[src/hdl/tce_pkg.sv]
// ----------------------------------------------------------------------------
// tce_pkg
// Types, widths and the rounding multiplier of the cosine evaluator.
// ----------------------------------------------------------------------------
package tce_pkg;

    localparam int FRAC_BITS = 30;
    localparam int ANGLE_W   = 31;
    localparam int COS_W     = 32;
    localparam int TERM_W    = 31;
    localparam int SUM_W     = 36;
    localparam int N_W       = 6;
    localparam int CFG_W     = 31;
    localparam int CFG_IDX_W = 1;

    localparam logic [CFG_IDX_W-1:0] REG_MAX_TERMS = 1'b0;
    localparam logic [CFG_IDX_W-1:0] REG_TOLERANCE = 1'b1;

    localparam logic [4:0]        MAX_TERMS_RESET = 5'd8;
    localparam logic [CFG_W-1:0]  TOLERANCE_RESET = 31'd1074;
    localparam logic [TERM_W-1:0] ONE             = TERM_W'(1) << FRAC_BITS;

    // one item as it travels down the pipeline
    typedef struct packed {
        logic              valid;
        logic [N_W-1:0]    n;
        logic [TERM_W-1:0] x2;
        logic [TERM_W-1:0] term;
        logic [SUM_W-1:0]  pos;
        logic [SUM_W-1:0]  neg;
    } item_t;

    // product of two values at most 1.0, rounded half up
    function automatic logic [TERM_W-1:0] fx_mul(
        input logic [TERM_W-1:0] a,
        input logic [TERM_W-1:0] b
    );
        logic [2*TERM_W-1:0] p;
        begin
            p = a * b;
            p = p + ((2*TERM_W)'(1) << (FRAC_BITS - 1));
            fx_mul = p[FRAC_BITS +: TERM_W];
        end
    endfunction

endpackage

[src/hdl/tce_square.sv]
// ----------------------------------------------------------------------------
// tce_square
// Front stages: angle magnitude, then its rounded square.
// ----------------------------------------------------------------------------
module tce_square (
    input  logic                              clk,
    input  logic                              rst_n,
    input  logic                              en,
    input  logic                              in_valid,
    input  logic signed [tce_pkg::ANGLE_W-1:0] angle,
    input  logic [tce_pkg::N_W-1:0]           n,
    output tce_pkg::item_t                    item
);

    logic                        v1_reg;
    logic [tce_pkg::N_W-1:0]     n1_reg;
    logic [tce_pkg::TERM_W-1:0]  mag_reg;
    logic [tce_pkg::TERM_W-1:0]  mag_next;
    tce_pkg::item_t              item_reg;
    tce_pkg::item_t              item_next;

    // magnitude of the raw angle bits
    always_comb
    begin
        if (angle[tce_pkg::ANGLE_W-1])
            mag_next = tce_pkg::TERM_W'(~angle) + tce_pkg::TERM_W'(1);
        else
            mag_next = tce_pkg::TERM_W'(angle);
    end

    // square and seed of the series
    always_comb
    begin
        item_next.valid = v1_reg;
        item_next.n     = n1_reg;
        item_next.x2    = tce_pkg::fx_mul(mag_reg, mag_reg);
        item_next.term  = tce_pkg::ONE;
        item_next.pos   = '0;
        item_next.neg   = '0;
    end

    // stage registers, valid bits travel with the payload
    always_ff @(posedge clk or negedge rst_n)
    begin
        if (!rst_n)
        begin
            v1_reg   <= 1'b0;
            n1_reg   <= '0;
            mag_reg  <= '0;
            item_reg <= '0;
        end
        else if (en)
        begin
            v1_reg   <= in_valid;
            n1_reg   <= n;
            mag_reg  <= mag_next;
            item_reg <= item_next;
        end
    end

    assign item = item_reg;

endmodule

[config.mk]
export PLATFORM = sky130hd
export DESIGN_NAME = tce_square
export DESIGN_NICKNAME = d
export VERILOG_FILES = /design/src/hdl/tce_pkg.sv /design/src/hdl/tce_square.sv
export SDC_FILE = /design/constraint.sdc
export NUM_CORES = 2
export LEC_CHECK = 0
export ABC_AREA = 1
export BUFFER_PORTS_ARGS = -buffer_cell sky130_fd_sc_hd__buf_2
export CAP_MARGIN = 0
export CORE_ASPECT_RATIO = 0.7
export CORE_UTILIZATION = 45
export DETAILED_ROUTE_END_ITERATION = 12
export HOLD_SLACK_MARGIN = 0.1
export SYNTH_ARGS = -nofsm -noshare
export SYNTH_HDL_FRONTEND = slang
export SYNTH_SLANG_ARGS = --single-unit
[constraint.sdc]
create_clock -name clk -period 9.36 [get_ports clk]
set_input_delay 0.936 -clock clk [delete_from_list [all_inputs] [get_ports clk]]
set_output_delay 0.936 -clock clk [all_outputs]
set_load 0.02 [all_outputs]
-- Yosys cells after proc, flatten, opt, wreduce, memory -nomap -nowiden
Cells that the tools add are included.
- flip-flop bits (word level): 77
- input port bits: 41
- output and inout port bits: 141
- word-level logic and storage cells: 12
- add/subtract/negate cells: 2
- multipliers: 1
- multiplexer cells: 1
- bitwise gates (word level): 1
- operators by type and width (cell ; number):
    61-bit by 30-bit adder with 61-bit output (second input constant) ; 1
    31-bit by 31-bit multiplier with 61-bit output ; 1
    31-bit by 2-bit adder with 31-bit output (second input constant) ; 1
    31-bit 2-to-1 mux ; 1
    31-bit inverter ; 1

-- Depth between registers and ports, before layout
- depth after elaboration: 3
- depth in mapped cells: 32
- mapped depth without buffers: 30

-- Worst setup path before layout
OpenSTA, ideal clock, no wires.
- kind: reg-to-reg
- start point: reg mag_reg[18] (netlist name)
- end point: reg item_reg (netlist bit item[107])
- setup time: 0.134 ns
- data arrival time: 6.489 ns
- data required time: 9.226 ns
- path slack: 2.737 ns
- cell stages (with the launch flop): 28
- path buffers: 2
- period minus slack after synthesis: 6.623 ns
- cells stage by stage: dfrtp_1 -> clkbuf_1 -> buf_1 -> nand2_1 -> fa_1 -> inv_1 -> fa_1 -> inv_1 -> fa_1 -> fa_1 -> inv_1 -> fa_1 -> fa_1 -> fa_1 -> inv_1 -> fa_1 -> inv_1 -> ha_1 -> nand2_1 -> nor2_1 -> inv_1 -> o21ai_0 -> inv_1 -> nand2_1 -> inv_1 -> nand2_1 -> xor2_1 -> o21ai_0
- word-level cells in the longest chain between the ends: 2
- ends and longest elaborated chain (item ; RTL line ; text):
    start: declaration ; tce_square.sv:17 ; logic [tce_pkg::TERM_W-1:0] mag_reg;
    start signal: assignment ; tce_square.sv:56 ; mag_reg <= mag_next;
    31-bit by 31-bit multiplier with 61-bit output ; tce_pkg.sv:40 ; p = a * b;
    61-bit by 30-bit adder with 61-bit output ; tce_pkg.sv:41 ; p = p + ((2*TERM_W)'(1) << (FRAC_BITS - 1));
    end signal: assignment ; tce_square.sv:57 ; item_reg <= item_next;
    end: declaration ; tce_square.sv:19 ; tce_pkg::item_t item_reg;
Every way passes these cells.
A chain may end at the register's enable or synchronous reset.

-- Worst setup path after layout
- start point: reg mag_reg[13] (netlist name)
- end point: reg item_reg (netlist bit item[126])
Same word-level chain as after synthesis.

==> impl_table.tex <==
\begin{tabular}{lr}
\hline
Metric & Value \\
\hline
\multicolumn{2}{l}{\textbf{Synthesis}} \\
\quad Cell area after technology mapping & between 30000 and 40000 um2 \\
\quad Mux contribution to synthesized area & 0\% \\
\quad Primary flip-flop cell chosen by synthesis mapping & dfrtp\_1 \\
\quad Post-synthesis compound-gate area fraction & 2.89\% \\
\quad Syn\_area\_per\_cell & 7.93 um2 \\
\quad Post-synth top area share & about 44\% \\
\quad Largest area contributor in the synthesized netlist & fa\_1 \\
\quad Leading cell types by total area after synthesis & fa\_1 (44\%), inv\_1 (15\%), ha\_1 (11\%), nand2\_1 (11\%), dfrtp\_1 (5.7\%) \\
\quad Number of distinct library cells after synthesis & 44 \\
\quad Register area share after synthesis & under 10\% \\
\quad EDFF count, synth & 0 \\
\quad Number of instances in the synthesized netlist & about 4200 \\
\quad Simple logic cell fraction of the synthesized area & around 16\% \\
\quad Async set-reset flop share out of synthesis & 100\% \\
\quad Yosys warnings & 0 \\
\quad Adder-cell share of the synthesized area & 55.5\% \\
\quad List of most frequent post-synthesis cells & inv\_1 (1372), nand2\_1 (986), fa\_1 (748) \\
\quad Most numerous cell in the Yosys netlist & inv\_1 \\
\quad Flops \& latches, synth & slightly below 80 \\
\quad Dominant combinational cell family by area after synthesis & adder cells \\
\quad Xor-xnor portion of the synthesized cell area & between 1 and 1.5\% \\
\multicolumn{2}{l}{\textbf{CTS}} \\
\quad Clock Sink Count & between 70 and 80 \\
\quad Number of cells upsized or downsized after cts & 0 \\
\quad Total clock buffers created by CTS & 9 \\
\quad Post-CTS Setup Inserts & 0 \\
\quad Maximum buffer depth of the clock tree & 2 \\
\quad Clk Latency, worst-skew pair & approximately 400 ps \\
\quad Root buffer cell & clkbuf\_16 \\
\quad Clock slew at reported path FFs & about 80 ps \\
\quad Clock tree from TritonCTS & done \\
\quad \# H-tree levels & 3 \\
\quad Number of hold buffers added after CTS & 0 \\
\multicolumn{2}{l}{\textbf{Placed design}} \\
\quad DPL Wire Length & $\sim$80000 um \\
\quad Placed instance count & approximately 5200 \\
\quad Gpl congestion & 0.960 \\
\quad Port Buffer Count & slightly below 80 \\
\quad Dpl ws & between 1500 and 2000 ps \\
\multicolumn{2}{l}{\textbf{Setup path}} \\
\quad R2R depth & 24 \\
\quad Category of the critical setup timing path & flip-flop to flip-flop \\
\quad Peak fanout along the critical path & 18 \\
\quad Type of element launching the critical path & flip-flop \\
\quad Arrival time at the worst endpoint & roughly 8000 ps \\
\quad Worst path most repeated cell & fa\_1 \\
\quad Worst r2r src & mag\_reg[13] \\
\quad Worst path required time & about 9600 ps \\
\quad Reg2reg setup slack & 1630 ps \\
\quad End of the worst register-to-register path & item[126] \\
\quad Largest stage delay on the critical path & around 1000 ps \\
\quad Setup crit end kind & flip-flop \\
\quad Critical-path top delay cell & dfrtp\_1 \\
\quad Cell-by-cell trace of the critical path & buf\_4 > nand2\_1 > fa\_1 > inv\_1 > fa\_1 > fa\_1 > inv\_1 > fa\_1 > inv\_1 > fa\_1 > fa\_1 > fa\_1 > inv\_1 > fa\_1 > inv\_1 > ha\_1 > a21oi\_1 > o21ai\_0 > a21oi\_1 > nand2\_1 > a21oi\_1 > nand3\_1 > nand3\_1 > nand2\_1 \\
\multicolumn{2}{l}{\textbf{Routing}} \\
\quad Number of vias per cell after detailed routing & between 4 and 5 \\
\quad DRC violation total after the first TritonRoute iteration & around 1700 \\
\quad Post-DR wirelength/cell & between 15 and 20 um \\
\quad Total via count after detailed routing & approximately 25000 \\
\quad Drt total wl & $\sim$90000 um \\
\quad Pre-Repair DR Iteration Count & 9 \\
\quad Antenna violation net count after detailed routing & 0 \\
\quad Drc violations & 5 \\
\multicolumn{2}{l}{\textbf{Timing}} \\
\quad Total negative setup slack & 0 ps \\
\quad RSZ-0062 raised after global routing & no \\
\quad Final Hold Violating Endpoints & 0 \\
\quad Max-slew violation count & 0 \\
\quad Normalized max-slew margin & $\sim$18\% \\
\quad Worst setup slack after layout & between 1500 and 2000 ps \\
\quad Final critical-path share of the clock period & 82.6\% \\
\quad Transition at the pin with the smallest max-transition slack & between 1000 and 1500 ps \\
\quad Maximum clock skew at final layout & approximately 25 ps \\
\quad Number of failing setup endpoints in the final timing report & 0 \\
\quad Time the worst path needs with I/O delays and setup & a little under 8000 ps \\
\quad Hold Slack & between 400 and 500 ps \\
\quad Upper clock frequency limit & between 100 and 150 MHz \\
\multicolumn{2}{l}{\textbf{Global route}} \\
\quad First-pass GRT wire length & roughly 150000 um \\
\quad Number of global-route vias before repair & 25600 \\
\quad Maximum number of pins on one net before global-route repair & between 90 and 100 \\
\quad Initial antenna violation count & 3 \\
\quad Grt total ovfl & 0 \\
\quad Global-route usage over all layers & 25.4\% \\
\multicolumn{2}{l}{\textbf{Worst hold path}} \\
\quad End point of the most critical hold path & item[140] \\
\quad Cell depth of the worst hold path & 2 \\
\quad Hold wc startpoint & item[140] \\
\quad Hold/Removal Path Class & flip-flop to flip-flop \\
\multicolumn{2}{l}{\textbf{Final layout}} \\
\quad Fillers & roughly 7400 \\
\quad Share of cells above drive strength 1 & a little over 4\% \\
\quad Layout Cells excl Fill & about 5200 \\
\quad Max reg flops & 39 \\
\quad Syn-to-layout area delta & 4.30\% \\
\quad Total Nets Final & $\sim$5300 \\
\quad Area taken by multi-input logic gates & approximately 26000 um2 \\
\quad Sequential cell area in the final layout & around 1900 um2 \\
\multicolumn{2}{l}{\textbf{Floorplanning}} \\
\quad Initial standard-cell utilization of the core & a little under half \\
\quad I/O pin count & roughly 180 \\
\quad Die X-Extent & between 300 and 400 um \\
\quad Core area & $\sim$74000 um2 \\
\quad Total die area & about 76000 um2 \\
\quad Number of cell rows & 83 \\
\quad Die boundary height & about 230 um \\
\multicolumn{2}{l}{\textbf{Status}} \\
\quad Outcome & complete, but fails checks \\
\quad Violated checks & DRC \\
\multicolumn{2}{l}{\textbf{Job}} \\
\quad Max-cap viol count & 0 \\
\hline
\end{tabular}
==> worst max-delay path by stage <==
| stage | startpoint | end | slack [ps] | cells past startpoint |
|---|---|---|---|---|
| after floorplan | mag_reg[18] | item[107] | 2740 | 27 |
| after global placement | mag_reg[13] | item[126] | 1450 | 24 |
| after detailed placement | mag_reg[13] | item[126] | 1550 | 24 |
| after CTS | mag_reg[13] | item[126] | 1570 | 24 |
| after global routing | mag_reg[13] | item[126] | 1280 | 25 |
| final | mag_reg[13] | item[126] | 1630 | 24 |
==> cell families after synthesis <==
group | Yosys count
AOI/OAI and AO/OA | 178
xor gates and xnor gates | 55
adders and majority gates | 1045
buffers and inverters | 1592
DFF | 77
other | 1
and+or+nand+nor | 1296
==> worst max-delay path, delay by kind of cell, from the launching register on <==
| family | cells | cell delay (ps) |
|---|---|---|
| compound gates | 4 | 1000 |
| fa+ha+maj | 9 | 4440 |
| buf+inv | 6 | 690 |
| flops | 1 | 990 |
| simple gates | 5 | 540 |
==> stage by stage <==
stage                     util [%]  cell area, um2
after global routing          47.7           35100
after floorplan                  -           34000
after detailed placement      47.3           34800
after CTS                     47.7           35100
after global placement        47.3           34800
final                         47.7           35100
==> cell type report <==
class                   instances  share of cell area [%]
diodes                          1                 0.00713
multi-input cells            2676                    73.3
clock buffers                   9                   0.641
flip-flops and latches         77                    5.49
well taps                     977                    3.48
inverters                    1374                    14.7
repair buffers                125                    2.12
clock inverters                 7                   0.239
==> routing by layer <==
metal,GRT usage [%],vias to the layer above,wire length [um]
met5,0,-,0
met4,3.63,0,1180
met3,7.66,55,9070
met2,35.4,812,36900
met1,39.1,12000,43800
li1,-,11800,-
==> cell usage in the layout, fill, tap and decap left out, types with 75 or more instances in the layout <==
master      n
inv_1    1371
nand2_1   986
fa_1      748
ha_1      297
nor2_1    141
conb_1    102
nand3_1    86
buf_2      78
dfrtp_1    77
a21oi_1    75
Power is not shown: default switching activity piles up to over one toggle a cycle in this logic, so the estimate is an artifact.
